<file path="config.mk">
export PLATFORM = sky130hd
export DESIGN_NAME = nfpea_ctrl_flat
export DESIGN_NICKNAME = d
export VERILOG_FILES = /design/src/rtl/nor_flash_program_erase_array_assert.svh /design/src/rtl/nfpea_pkg.sv /design/src/rtl/nfpea_chan_if.sv /design/src/rtl/nfpea_ctrl.sv /design/src/flat_wrapper.sv
export SDC_FILE = /design/constraint.sdc
export NUM_CORES = 1
export LEC_CHECK = 0
export BUFFER_PORTS_ARGS = -buffer_cell sky130_fd_sc_hd__buf_2
export CORE_UTILIZATION = 32
export DETAILED_ROUTE_END_ITERATION = 16
export GPL_TIMING_DRIVEN = 1
export HOLD_SLACK_MARGIN = 0.12
export PLACE_DENSITY = 0.72
export SYNTH_ARGS = -nofsm -noshare
export SYNTH_HDL_FRONTEND = slang
export SYNTH_SLANG_ARGS = --single-unit
</file>
<file path="constraint.sdc">
create_clock -name clk -period 1.7 [get_ports clk]
set_input_delay 0.51 -clock clk [delete_from_list [all_inputs] [get_ports clk]]
set_output_delay 0.51 -clock clk [all_outputs]
set_load 0.005 [all_outputs]
</file>
<file path="src/rtl/nor_flash_program_erase_array_assert.svh">
// Assertion macros shared by the flash array RTL.
`ifndef NOR_FLASH_PROGRAM_ERASE_ARRAY_ASSERT_SVH
`define NOR_FLASH_PROGRAM_ERASE_ARRAY_ASSERT_SVH
`ifndef SYNTHESIS
// Same-cycle implication, clocked on clk and disabled during reset.
`define NFPEA_ASSERT_IMP(label, ante, cons) \
	label: assert property (@(posedge clk) disable iff (!arst_n) (ante) |-> (cons)) \
		else $error("nfpea: same-cycle assertion failed");
// Next-cycle implication, clocked on clk and disabled during reset.
`define NFPEA_ASSERT_NXT(label, ante, cons) \
	label: assert property (@(posedge clk) disable iff (!arst_n) (ante) |=> (cons)) \
		else $error("nfpea: next-cycle assertion failed");
`else
`define NFPEA_ASSERT_IMP(label, ante, cons)
`define NFPEA_ASSERT_NXT(label, ante, cons)
`endif
`endif

</file>
<file path="src/rtl/nfpea_pkg.sv">
// Shared types, codes and constants of the flash array block.
package nfpea_pkg;

	// Default geometry.
	localparam int unsigned PAGE_WORDS_DEF = 256;
	localparam int unsigned PAGE_COUNT_DEF = 16;

	// Field widths.
	localparam int unsigned CMD_W    = 3;
	localparam int unsigned ADDR_W   = 14;
	localparam int unsigned DATA_W   = 32;
	localparam int unsigned STATUS_W = 2;
	localparam int unsigned COUNT_W  = 16;
	// Word index taken from the byte address.
	localparam int unsigned WIDX_W   = ADDR_W - 2;

	// Command codes.
	localparam logic [CMD_W-1:0] CMD_READ    = 3'd0;
	localparam logic [CMD_W-1:0] CMD_PROGRAM = 3'd1;
	localparam logic [CMD_W-1:0] CMD_ERASE   = 3'd2;
	localparam logic [CMD_W-1:0] CMD_UNLOCK  = 3'd3;
	localparam logic [CMD_W-1:0] CMD_LOCK    = 3'd4;
	localparam logic [CMD_W-1:0] CMD_MASS    = 3'd5;

	// Status codes.
	localparam logic [STATUS_W-1:0] ST_OK        = 2'd0;
	localparam logic [STATUS_W-1:0] ST_LOCKED    = 2'd1;
	localparam logic [STATUS_W-1:0] ST_OVERWRITE = 2'd2;

	localparam logic [DATA_W-1:0]  ERASED_WORD = '1;
	localparam logic [COUNT_W-1:0] COUNT_MAX   = '1;

	// Command word.
	typedef struct packed {
		logic [CMD_W-1:0]  command;
		logic [ADDR_W-1:0] address;
		logic [DATA_W-1:0] write_data;
	} item_t;

	// Result word.
	typedef struct packed {
		logic [DATA_W-1:0]   read_data;
		logic [STATUS_W-1:0] status;
		logic [COUNT_W-1:0]  erase_count;
	} result_t;

	// Controller to datapath commands.
	typedef struct packed {
		logic                item_load;
		logic                mem_rd;
		logic                prog_we;
		logic                page_start;
		logic                all_start;
		logic                sweep_step;
		logic                cnt_inc;
		logic                lock_set;
		logic                lock_clr;
		logic                load_out;
		logic [STATUS_W-1:0] status;
	} ctl_t;

	// Datapath to controller status.
	typedef struct packed {
		logic [CMD_W-1:0]   command;
		logic               locked;
		logic               rd_erased;
		logic               sweep_last;
		logic               out_free;
		logic [COUNT_W-1:0] erase_count;
	} sts_t;

endpackage

</file>
<file path="src/rtl/nfpea_chan_if.sv">
// Valid/ready channel carrying one payload word.
interface nfpea_chan_if #(
	parameter type payload_t = logic
);
	logic     valid;
	logic     ready;
	payload_t data;

	modport source (output valid, output data, input ready);
	modport sink (input valid, input data, output ready);
endinterface

</file>
<file path="src/rtl/nfpea_ctrl.sv">
// Command sequencer of the flash array: decodes each word and drives the datapath.
module nfpea_ctrl import nfpea_pkg::*; (
	input  logic        clk,
	input  logic        arst_n,
	nfpea_chan_if.sink  cmd,
	input  sts_t        sts,
	output ctl_t        ctl
);

	localparam logic [3:0] S_CLEAR = 4'd0;
	localparam logic [3:0] S_IDLE  = 4'd1;
	localparam logic [3:0] S_IDX1  = 4'd2;
	localparam logic [3:0] S_IDX2  = 4'd3;
	localparam logic [3:0] S_IDX3  = 4'd4;
	localparam logic [3:0] S_IDX4  = 4'd5;
	localparam logic [3:0] S_EXEC  = 4'd6;
	localparam logic [3:0] S_CHECK = 4'd7;
	localparam logic [3:0] S_SWEEP = 4'd8;
	localparam logic [3:0] S_DONE  = 4'd9;

	logic [3:0]          state_q, state_d;
	logic [STATUS_W-1:0] status_q, status_d;

	// A new word is taken only between commands.
	assign cmd.ready = (state_q == S_IDLE);

	// Next state and datapath commands.
	always_comb begin
		ctl      = '0;
		ctl.status = status_q;
		state_d  = state_q;
		status_d = status_q;
		unique case (state_q)
			S_CLEAR: begin
				ctl.sweep_step = 1'b1;
				if (sts.sweep_last) state_d = S_IDLE;
			end
			S_IDLE: begin
				if (cmd.valid) begin
					ctl.item_load = 1'b1;
					state_d = S_IDX1;
				end
			end
			S_IDX1: state_d = S_IDX2;
			S_IDX2: state_d = S_IDX3;
			S_IDX3: state_d = S_IDX4;
			S_IDX4: state_d = S_EXEC;
			S_EXEC: begin
				status_d = ST_OK;
				state_d  = S_DONE;
				case (sts.command)
					CMD_READ: begin
						ctl.mem_rd = 1'b1;
						state_d = S_CHECK;
					end
					CMD_PROGRAM: begin
						if (sts.locked) begin
							status_d = ST_LOCKED;
						end else begin
							ctl.mem_rd = 1'b1;
							state_d = S_CHECK;
						end
					end
					CMD_ERASE: begin
						if (sts.locked) begin
							status_d = ST_LOCKED;
						end else begin
							ctl.page_start = 1'b1;
							ctl.cnt_inc = 1'b1;
							state_d = S_SWEEP;
						end
					end
					CMD_UNLOCK: ctl.lock_clr = 1'b1;
					CMD_LOCK:   ctl.lock_set = 1'b1;
					CMD_MASS: begin
						ctl.all_start = 1'b1;
						state_d = S_SWEEP;
					end
					default: ;
				endcase
			end
			S_CHECK: begin
				// A program may only fill a word that still reads erased.
				if (sts.command == CMD_PROGRAM) begin
					if (sts.rd_erased) ctl.prog_we = 1'b1;
					else status_d = ST_OVERWRITE;
				end
				state_d = S_DONE;
			end
			S_SWEEP: begin
				ctl.sweep_step = 1'b1;
				if (sts.sweep_last) state_d = S_DONE;
			end
			S_DONE: begin
				if (sts.out_free) begin
					ctl.load_out = 1'b1;
					state_d = S_IDLE;
				end
			end
			default: state_d = S_IDLE;
		endcase
	end

	// State registers; reset starts the clearing pass.
	always_ff @(posedge clk or negedge arst_n) begin
		if (!arst_n) begin
			state_q  <= S_CLEAR;
			status_q <= ST_OK;
		end else begin
			state_q  <= state_d;
			status_q <= status_d;
		end
	end

endmodule

</file>
<file path="src/flat_wrapper.sv">
// flat-port wrapper written by rule: the top's interface ports become plain ports
module nfpea_ctrl_flat import nfpea_pkg::*;
  (clk, arst_n, sts, ctl, cmd_valid, cmd_data, cmd_ready);
  nfpea_chan_if cmd_i ();
  input  logic clk;
  input  logic arst_n;
  input  sts_t sts;
  output ctl_t ctl;
  input wire logic [$bits(cmd_i.valid)-1:0] cmd_valid;
  input wire logic [$bits(cmd_i.data)-1:0] cmd_data;
  output wire logic [$bits(cmd_i.ready)-1:0] cmd_ready;
  assign cmd_i.valid = cmd_valid;
  assign cmd_i.data = cmd_data;
  assign cmd_ready = cmd_i.ready;
  nfpea_ctrl u_core (.clk(clk), .arst_n(arst_n), .cmd(cmd_i), .sts(sts), .ctl(ctl));
endmodule
</file>
## After elaboration in Yosys (flattened, before gate mapping)

Cells that the tools add are included.
W data, S select, Z words.

- Word-level logic and storage cells: 59
- Flip-flop bits (word level): 6

- Muxes and demuxes: 30
- Reduce and logical (&&, ||, !) cells: 7
- Equal/unequal tests: 20

Operator list:

| operator | count |
|---|---|
| $pmux W4 S10 | 1 |
| $mux W4 | 5 |
| $eq A4 B3 Y1 const B | 4 |
| $mux W1 | 16 |
| $pmux W4 S4 | 1 |
| $ne A2 B2 Y1 const B | 5 |
| $eq A4 B2 Y1 const B | 2 |
| $eq A4 B4 Y1 const B | 2 |
| $mux W2 | 4 |
| $eq A3 B2 Y1 const B | 2 |
| $eq A3 B3 Y1 const B | 2 |
| $eq A4 B1 Y1 const B | 1 |
| $logic_not A4 Y1 | 1 |
| $pmux W2 S2 | 1 |
| $reduce_and A4 Y1 | 1 |
| $reduce_or A2 Y1 | 2 |
| $eq A3 B1 Y1 const B | 1 |
| $logic_not A3 Y1 | 1 |
| $mux W3 | 1 |
| $reduce_and A3 Y1 | 1 |
| $ne A2 B1 Y1 const B | 1 |
| $pmux W1 S2 | 1 |
| $reduce_bool A2 Y1 | 1 |

## Longest topological paths before layout

Gate-level depths: netlist (run 1).

- Word-level depth: 4
- Gate-level depth with buffers: 4
- Gate-level depth less buffers: 3

## Worst setup path after synthesis (run 1)

OpenSTA, ideal clock, no wires.

- Path kind: input to output
- From: input sts[20] in the netlist's numbering
- To: output ctl[8] in the netlist's numbering
- Stages: 3
- Arrival time: 1323 ps
- Required time: 1190 ps
- Slack: -133 ps
- Path buffers: 1
- Path through: or4b_4 -> nor2_1 -> buf_4

RTL lines:

| what | RTL line | text |
|---|---|---|
| from (decl) | flat_wrapper.sv:7 | `input sts_t sts;` |
| to (decl) | flat_wrapper.sv:8 | `output ctl_t ctl;` |

==> out/metrics.yaml, run 1 <==
floorplan:
  start_util_pct: 35.08
  die_area_um2: 1619
  core_area_um2: 1334
  num_io_pins: 40
  rows: 13
  die_y_um: 40.24
  dieWidth_um: 40.24
route:
  drt-initial-drc-count: 18
  via_per_inst: 5.358
  wl_per_cell_um: 16.05
  drc: 0
  antenna_left: 0
  dr_total_vias: 643
  drtPass1Iterations: 4
  postRouteWirelength_um: 1926
power:
  p_per_area_nw_per_um2: 1419
  pwr-share-comb_pct: 67.8
  p_sw_share_pct: 39.45
  seqPwrFrac_pct: 22.4
  peakVddDrop_v: 0.0008133
  leakage_nw: 0.4713
  clock_power_share_pct: 9.8
  internal_power_uw: 843.9
  p_switching_uw: 549.9
  p_total_mw: 1.394
critical_path:
  path_max_fanout: 3
  worst_setup_path_start_kind: "flop"
  rr_worst_depth: 5
  crit_type: "flop to primary output"
  cp.required_ps: 1190
  crit_path_end_kind: "primary output"
  arrival_ps: 1410
  rrSetupSlack_ps: 340
sta:
  final.setup_skew_ps: 8.178
  fin_crit_sh_pct: 112.9
  tightest_slew_ps: 259.8
  period_needed_ps: 1919
  fmax_mhz: 521.2
  rsz0062_at_grt: "yes"
  hold_ws_ps: 490.9
  setup_viol: 11
  hold_viol: 0
  finalMaxSlewViolations: 0
  final.setup.worst_slack_ps: -218.8
  max_slew_margin_pct: 82.64
yosys:
  synth_warnings: 0
  syn_nets: 80
  netlist_area_um2: 467.9
  synth_cell_type_count: 26
  ys_ff_latch: 6
  yosysSeqAreaShare_pct: 32.09
  syn_inst: 53
  synth_area_per_cell_um2: 8.829
clock_network:
  cts_root_buf: "clkbuf_4"
  cts_buffer_depth: 2
  worst_skew_pair.late_latency_ps: 250
  clkTransAtPathRegs_ps: 50
  h-tree-depth: 1
  cts-buffers-inserted: 3
  cts_tree: "built"
  cts_sinks: 6
grt:
  grt_max_degree: 8
  grt_pass1_wl_um: 2339
  grt.overflow.total: 0
  grt.total_usage_pct: 23.33
  grt_pass1_vias: 564
  antenna_found_initial: 0
cells_and_area:
  final_cell_mix: "buf_4 (22), buf_2 (19), buf_6 (9)"
  final_nets: 134
  diodes: 0
  syn2layout_area_growth_pct: 109.9
  drive_above_1_share_pct: 70.48
  fin_cells: 120
  final_area_um2: 982.2
  postLayoutCoreUtil_pct: 73.64
  mostFrequentLayoutCell: "buf_4"
hold_path:
  min_path_cells: 1
  hold_class: "flop to flop"
place:
  dp.cells: 102
  port_buffers: 22
  placed_cell_area_um2: 694.4
  gp_congestion: 0.7476
  hpwl_um: 969.2
status:
  violations: "negative setup slack"
  status: "finished, violations left"
flow_run:
  max_cap_violations: 0
==> routing by layer <==
layer / part of all wire [%] / global-route usage (%)
met1: 37 / 20.07
met2: 56 / 45.97
met3: 3.9 / 5.000
met4: 3.0 / 16.67
met5: 0 / 0
==> critical path: stages (launching register included) <==
cell	delay, ps
dfrtp_1	410
buf_6	120
buf_4	100
nor4b_2	230
and2_1	190
buf_2	120
==> sequential cells by signal, summed over array words and instances, names as in the netlist <==
register         count
u_core.state_q       4
u_core.status_q      2
==> power by group through the flow <==
stage / clock network (mW) / logic [mW] / registers [mW]
2_1_floorplan: 0 / 0.348 / 0.258
3_3_place_gp: 0 / 0.506 / 0.278
3_5_place_dp: 0 / 0.519 / 0.283
4_1_cts: 0.138 / 0.733 / 0.313
5_1_grt: 0.152 / 1.01 / 0.316
6_report: 0.137 / 0.945 / 0.312
==> final timing paths <==
path                                                startpoint                             end
worst max register to register   u_core.state_q[3]$_DFFE_PN0P_  u_core.status_q[0]$_DFFE_PN0P_
worst max-delay path             u_core.state_q[0]$_DFFE_PN0P_                         ctl[11]
min in group asynchronous                               arst_n   u_core.state_q[0]$_DFFE_PN0P_
max in group asynchronous                               arst_n   u_core.state_q[2]$_DFFE_PN0P_
worst min register to register  u_core.status_q[1]$_DFFE_PN0P_  u_core.status_q[1]$_DFFE_PN0P_
worst min-delay path            u_core.status_q[1]$_DFFE_PN0P_  u_core.status_q[1]$_DFFE_PN0P_
==> cell type report <==
type                       count  area, um^2
clock buffer                   3       22.52
fill                          97       351.6
inverter                       3       11.26
multi-input combinational     40       375.4
sequential                     6       152.6
tap                           15       18.77
timing repair buffer          53       401.6
==> timing repair <==
action | in CTS | in global routing
endpoints found under the hold margin | 6 | 0
setup endpoints to repair | 11 | 11
pin swaps | 9 | 7
buffers inserted | 8 | 7
hold buffers | 1 | 0
resized for setup | 25 | 9
==> cell families (layout without fill, tap and decap cells) <==
logic type | Yosys count | after routing | share of synthesized area [%]
flip-flops | 6 | 6 | 32.08
buffers and inverters | 7 | 59 | 8.824
AND/OR/NAND/NOR | 26 | 26 | 36.63
XOR/XNOR | 1 | 1 | 1.872
AO/OA/AOI/OAI | 13 | 13 | 20.59
==> synth_stat cells <==
| library cell | instances | area (um^2) |
|---|---|---|
| or3b_1 | 1 | 8.760 |
| nand2_1 | 4 | 15.01 |
| o211ai_2 | 1 | 12.51 |
| a21oi_1 | 3 | 15.01 |
| inv_1 | 3 | 11.26 |
| a211o_2 | 1 | 10.01 |
| and4bb_2 | 1 | 12.51 |
| and2_1 | 1 | 6.260 |
| nor3_1 | 4 | 20.02 |
| nand3b_1 | 3 | 22.52 |
| nand3_1 | 1 | 5.000 |
| buf_4 | 4 | 30.03 |
| nor3b_1 | 1 | 7.510 |
| a32oi_1 | 1 | 8.760 |
| nand2b_1 | 1 | 6.260 |
| dfrtp_1 | 6 | 150.1 |
| nor2_1 | 4 | 15.01 |
| o21ai_0 | 1 | 5.000 |
| o21a_1 | 3 | 22.52 |
| or4b_4 | 1 | 13.76 |
| o211a_1 | 1 | 10.01 |
| nand4bb_1 | 1 | 11.26 |
| nor4b_1 | 2 | 17.52 |
| nor3_2 | 1 | 10.01 |
| o22ai_1 | 2 | 12.51 |
| xor2_1 | 1 | 8.760 |
==> per-stage QoR <==
step,setup TNS [ps],worst slack (ps)
2_1_floorplan,-84.50,-84.50
3_3_place_gp,-671.4,-209.8
3_5_place_dp,-708.5,-216.5
4_1_cts,-940.8,-181.1
5_1_grt,-2295,-296.0
6_report,-1555,-218.8
No activity file was read; power rests on OpenSTA's default activity.
==> inputs of run 2 (changes only) <==
==> constraint.sdc (replaced) <==
create_clock -name clk -period 1.7 [get_ports clk]
set_input_delay 0.51 -clock clk [delete_from_list [all_inputs] [get_ports clk]]
set_output_delay 0.51 -clock clk [all_outputs]
set_load 0.05 [all_outputs]
==> out/metrics.yaml, run 2 (synthesis results as in run 1) <==
status:
  status: "finished, violations left"
  violations: "negative setup slack"
cells_and_area:
  diodes: 0
  largest_reg_flops: 4
  final_nets: 136
  final_cell_mix: "buf_4 (22), buf_6 (16), buf_2 (9)"
  top_register: "u_core.state_q"
  mostFrequentLayoutCell: "buf_4"
  reg.largest.list: "u_core.state_q: 4 flops, u_core.status_q: 2 flops"
  final_area_um2: 1142
  syn2layout_area_growth_pct: 144.1
  drive_above_1_share_pct: 75.00
sta:
  tightest_slew_ps: 256.4
  hold_viol: 0
  period_needed_ps: 2017
  final.setup_skew_ps: 0.2833
  setup_tns_ps: -2442
  fin_crit_sh_pct: 118.7
  max_slew_margin_pct: 83.02
  finalMaxSlewViolations: 0
  hold_ws_ps: 493.5
  fmax_mhz: 495.7
  final.setup.worst_slack_ps: -317.3
  setup_viol: 11
  rsz0062_at_grt: "yes"
floorplan:
  die_y_um: 40.24
  die_area_um2: 1619
  num_io_pins: 40
  start_util_pct: 35.08
  rows: 13
  dieWidth_um: 40.24
  core_area_um2: 1334
grt:
  grt_pass1_vias: 630
  grt.overflow.total: 0
  grt_max_degree: 10
  grt.total_usage_pct: 25.78
  grt_pass1_wl_um: 2615
  antenna_found_initial: 0
clock_network:
  cts_sinks: 6
  cts_buffer_depth: 2
  cts-buffers-inserted: 3
  worst_skew_pair.late_latency_ps: 250
  cts_root_buf: "clkbuf_4"
  clkTransAtPathRegs_ps: 50
  cts_tree: "built"
  h-tree-depth: 1
place:
  dp_slack_ps: -382.1
  placed_cell_area_um2: 877.1
  hpwl_um: 1181
  gp_congestion: 0.7266
  port_buffers: 22
power:
  p_switching_uw: 785.6
  peakVddDrop_v: 0.001132
  leakage_nw: 0.5300
  pwr-share-comb_pct: 74.6
  p_sw_share_pct: 44.32
  clock_power_share_pct: 8.2
  seqPwrFrac_pct: 17.2
  internal_power_uw: 986.9
  p_per_area_nw_per_um2: 1552
route:
  via_per_inst: 5.317
  postRouteWirelength_um: 1855
  drtPass1Iterations: 4
  antenna_left: 0
  wl_per_cell_um: 15.08
  drc: 0
  dr_total_vias: 654
  drt-initial-drc-count: 15
critical_path:
  arrival_ps: 1510
  cp.required_ps: 1190
  crit_path_end_kind: "primary output"
  path_max_fanout: 3
  rr_worst_depth: 6
  worst_setup_path_start_kind: "input pin"
  crit_type: "input pin to primary output"
hold_path:
  min_path_cells: 3
  hold_class: "input pin to flop"
flow_run:
  max_cap_violations: 0
[run 2: final cells by class]
cell class,count,area [um^2]
repair buffers,55,510.5
multi-input cells,40,420.4
inverters,3,11.26
clock buffers,4,26.28
fillers,70,191.4
well taps,15,18.77
flip-flops and latches,6,155.1
[run 2: final timing paths]
check	endpoint	slack [ps]	start
setup / recovery	ctl[9]	-320	sts[20]
hold / removal	u_core.state_q[0]$_DFFE_PN0P_	490	sts[17]
setup reg to reg	u_core.status_q[0]$_DFFE_PN0P_	200	u_core.state_q[3]$_DFFE_PN0P_
hold reg to reg	u_core.status_q[1]$_DFFE_PN0P_	510	u_core.status_q[1]$_DFFE_PN0P_
max in group asynchronous	u_core.state_q[1]$_DFFE_PN0P_	920	arst_n
min in group asynchronous	u_core.state_q[2]$_DFFE_PN0P_	630	arst_n
[run 2: what timing repair did]
action | 4_1_cts | 5_1_grt
setup endpoints to repair | 11 | 11
gates cloned | 0 | 0
resized for setup | 36 | 11
pin swaps | 11 | 5
endpoints found under the hold margin | 6 | 0
buffers inserted | 2 | 5
hold buffers | 1 | 0
[run 2: metal layers]
layer / global-route usage (%) / vias to the layer above / routed length (um)
met1: 25.61 / 304 / 657
met5: 0 / - / 0
met3: 2.778 / 6 / 111
met2: 50.40 / 36 / 1030
met4: 15.00 / 0 / 57
li1: - / 308 / -
[run 2: per-stage QoR]
step | power [mW] | instances | utilization [%]
after floorplan | 0.9848 | 53 | -
after global placement | 1.264 | 111 | 65.76
after detailed placement | 1.295 | 111 | 65.76
final | 1.773 | 123 | 85.65
after CTS | 1.589 | 118 | 78.99
after global routing | 1.864 | 123 | 85.65
[run 2: worst max-delay path: stages]
cell	delay, ps
buf_2	120
buf_4	120
or3b_4	390
nor3_4	170
buf_6	190
[run 2: power by group through the flow]
| stage | registers (mW) | logic (mW) | clock network (mW) |
|---|---|---|---|
| after global placement | 0.274 | 0.990 | 0 |
| final | 0.304 | 1.32 | 0.146 |
| after detailed placement | 0.278 | 1.02 | 0 |
| after CTS | 0.288 | 1.15 | 0.153 |
| after floorplan | 0.340 | 0.645 | 0 |
| after global routing | 0.316 | 1.39 | 0.161 |
==> inputs of run 3 (changes only) <==
Settings changed: ABC_AREA set to 1, CORE_UTILIZATION 32 to 38, PLACE_DENSITY 0.72 to 0.76.
Clock period 1.7 ns to 2.23 ns, I/O delays scaled along.
==> out/metrics.yaml, run 3 <==
cells_and_area:
  syn2layout_area_growth_pct: 39.17
  top_register: "u_core.state_q"
  reg.largest.list: "u_core.state_q: 4 flops, u_core.status_q: 2 flops"
  final_area_um2: 755.7
  largest_reg_flops: 4
  fillerInstances: 134
  final_nets: 139
  fin_cells: 125
  mostFrequentLayoutCell: "nand2_1"
  diodes: 0
  final_cell_mix: "nand2_1 (19), buf_2 (18), inv_1 (11)"
  drive_above_1_share_pct: 45.45
grt:
  grtUsageMet3_pct: 6.818
  grt_max_degree: 8
  grt.total_usage_pct: 19.06
  grt_pass1_vias: 529
  grt_pass1_wl_um: 2035
  top_usage_layer: "met2"
  grt_util_met2_pct: 34.43
  antenna_found_initial: 0
  grt.overflow.total: 0
  use_met1_pct: 21.77
floorplan:
  start_util_pct: 41.22
  rows: 13
  die_area_um2: 1584
  num_io_pins: 40
  dieWidth_um: 39.80
  core_area_um2: 1318
  die_y_um: 39.80
place:
  placed_cell_area_um2: 719.4
  gp_congestion: 0.7317
  dp.cells: 122
  port_buffers: 22
  hpwl_um: 1049
critical_path:
  arrival_ps: 1490
  crit_type: "input pin to primary output"
  crit_path_end_kind: "primary output"
  crit_family: "buffers and inverters"
  cp.required_ps: 1560
  critPathBufInv: 3
  worst_setup_path_start_kind: "input pin"
  slowest_delay_ps: 260
  slowest_stage: "buf_2"
  cp_common_cell: "buf_2"
  cp_num_cells: 5
  path_max_fanout: 5
  worstPathCellList: "buf_2 -> inv_1 -> nand3_1 -> nor2_4 -> buf_2"
  rr_worst_depth: 9
route:
  drc: 0
  postRouteWirelength_um: 1248
  drt-initial-drc-count: 8
  drtPass1Iterations: 4
  wl_per_cell_um: 9.984
  dr_total_vias: 617
  antenna_left: 0
  via_per_inst: 4.936
yosys:
  synth_top_cell_by_area: "dfrtp_1"
  synth_warnings: 0
  yosysTopAreaCellShare_pct: 27.65
  syn_nets: 112
  async_flop_share_pct: 100.0
  ys_top_cells_by_count: "nand2_1 (19), inv_1 (13), nor2_1 (8)"
  yosysSeqAreaShare_pct: 27.65
  netlist_area_um2: 543.0
  synth.most_common_cell: "nand2_1"
  synth_ff_type: "dfrtp_1"
  syn_inst: 85
  ys_ff_latch: 6
  synth_edf_count: 0
  synth_area_per_cell_um2: 6.388
  synth_cell_type_count: 19
  netlist_top_cells_area: "dfrtp_1 (28%), nand2_1 (13%), inv_1 (9.0%), nand3_1 (6.5%), nor2_2 (5.8%)"
sta:
  fin_crit_sh_pct: 96.73
  max_slew_margin_pct: 81.12
  setup_viol: 0
  hold_viol: 0
  tightest_slew_ps: 283.1
  period_needed_ps: 2157
  final.setup_skew_ps: 4.109
  rsz0062_at_grt: "no"
  finalMaxSlewViolations: 0
  fmax_mhz: 463.6
clock_network:
  cts_buffer_depth: 2
  postCtsSetupRepairBufs: 0
  cts-buffers-inserted: 3
  worst_skew_pair.late_latency_ps: 250
  h-tree-depth: 1
  cts_sinks: 6
  cts_root_buf: "clkbuf_4"
  cts_tree: "built"
  clkTransAtPathRegs_ps: 50
power:
  peakVddDrop_v: 0.0005851
  p_per_area_nw_per_um2: 1183
  leakage_nw: 0.4206
hold_path:
  hold_class: "input pin to async pin"
status:
  status: "complete, no violations"
flow_run:
  max_cap_violations: 0
## run 3: changes by cell type after synthesis, moves of 3 or more
| cell | previous run | this run |
|---|---|---|
| nor2_1 | 4 | 8 |
| nand4_1 | 0 | 3 |
| inv_1 | 3 | 13 |
| nand3_1 | 1 | 7 |
| buf_4 | 4 | 1 |
| nand3b_1 | 3 | 0 |
| nor2_2 | 0 | 5 |
| nand2_1 | 4 | 19 |
| o21a_1 | 3 | 0 |
| inv_2 | 0 | 4 |
| nor4_1 | 0 | 3 |
## run 3: path summary, 6_finish.rpt
check	from	to	slack [ps]
min	arst_n	u_core.state_q[1]$_DFFE_PN0P_	230
min reg2reg	u_core.status_q[0]$_DFFE_PN0P_	u_core.status_q[0]$_DFFE_PN0P_	480
min in group clk	u_core.status_q[0]$_DFFE_PN0P_	u_core.status_q[0]$_DFFE_PN0P_	480
max in group asynchronous	arst_n	u_core.status_q[0]$_DFFE_PN0P_	1850
max reg2reg	u_core.state_q[2]$_DFFE_PN0P_	u_core.state_q[0]$_DFFE_PN0P_	890
max	sts[22]	ctl[10]	70
## run 3: per-stage QoR
stage / TNS [ps] / power [mW] / util, % / setup WS [ps] / hold slack [ps]
4_1_cts: 0 / 0.8974 / 56.32 / 9.760 / 235.4
3_5_place_dp: 0 / 0.7922 / 54.61 / 5.272 / 469.7
2_1_floorplan: -155.5 / 0.6811 / - / -155.5 / 373.4
5_1_grt: 0 / 0.9735 / 57.36 / 12.05 / 242.6
6_report: 0 / 0.8940 / 57.36 / 72.89 / 234.4
3_3_place_gp: 0 / 0.7800 / 54.61 / 54.55 / 455.9
## run 3: routing by layer
| metal | wire [um] | share of wire, % |
|---|---|---|
| met1 | 530 | 42 |
| met2 | 628 | 50 |
| met3 | 85 | 6.8 |
| met4 | 4 | 0.32 |
| met5 | 0 | 0 |
## run 3: final cells by class
type	instances	area [um^2]	share of cell area [%]
multi-input cells	60	361.6	47.85
flip-flops and latches	6	150.1	19.87
repair buffers	24	138.9	18.38
inverters	17	63.81	8.444
clock buffers	3	22.52	2.980
well taps	15	18.77	2.483
## run 3: logic make-up after synthesis
| logic type | share of synthesized area [%] |
|---|---|
| AOI/OAI and AO/OA | 8.064 |
| and+or+nand+nor | 49.08 |
| buffers and inverters | 15.21 |
| DFF | 27.65 |
## run 3: where the power goes
| part | internal, mW | switching (mW) |
|---|---|---|
| logic | 0.161 | 0.419 |
| clock network | 0.0610 | 0.0411 |
| registers | 0.156 | 0.0556 |
## run 3: repair_timing
item	CTS	global route
hold buffers	0	0
gates resized for setup	0	9
setup endpoints to repair	0	4
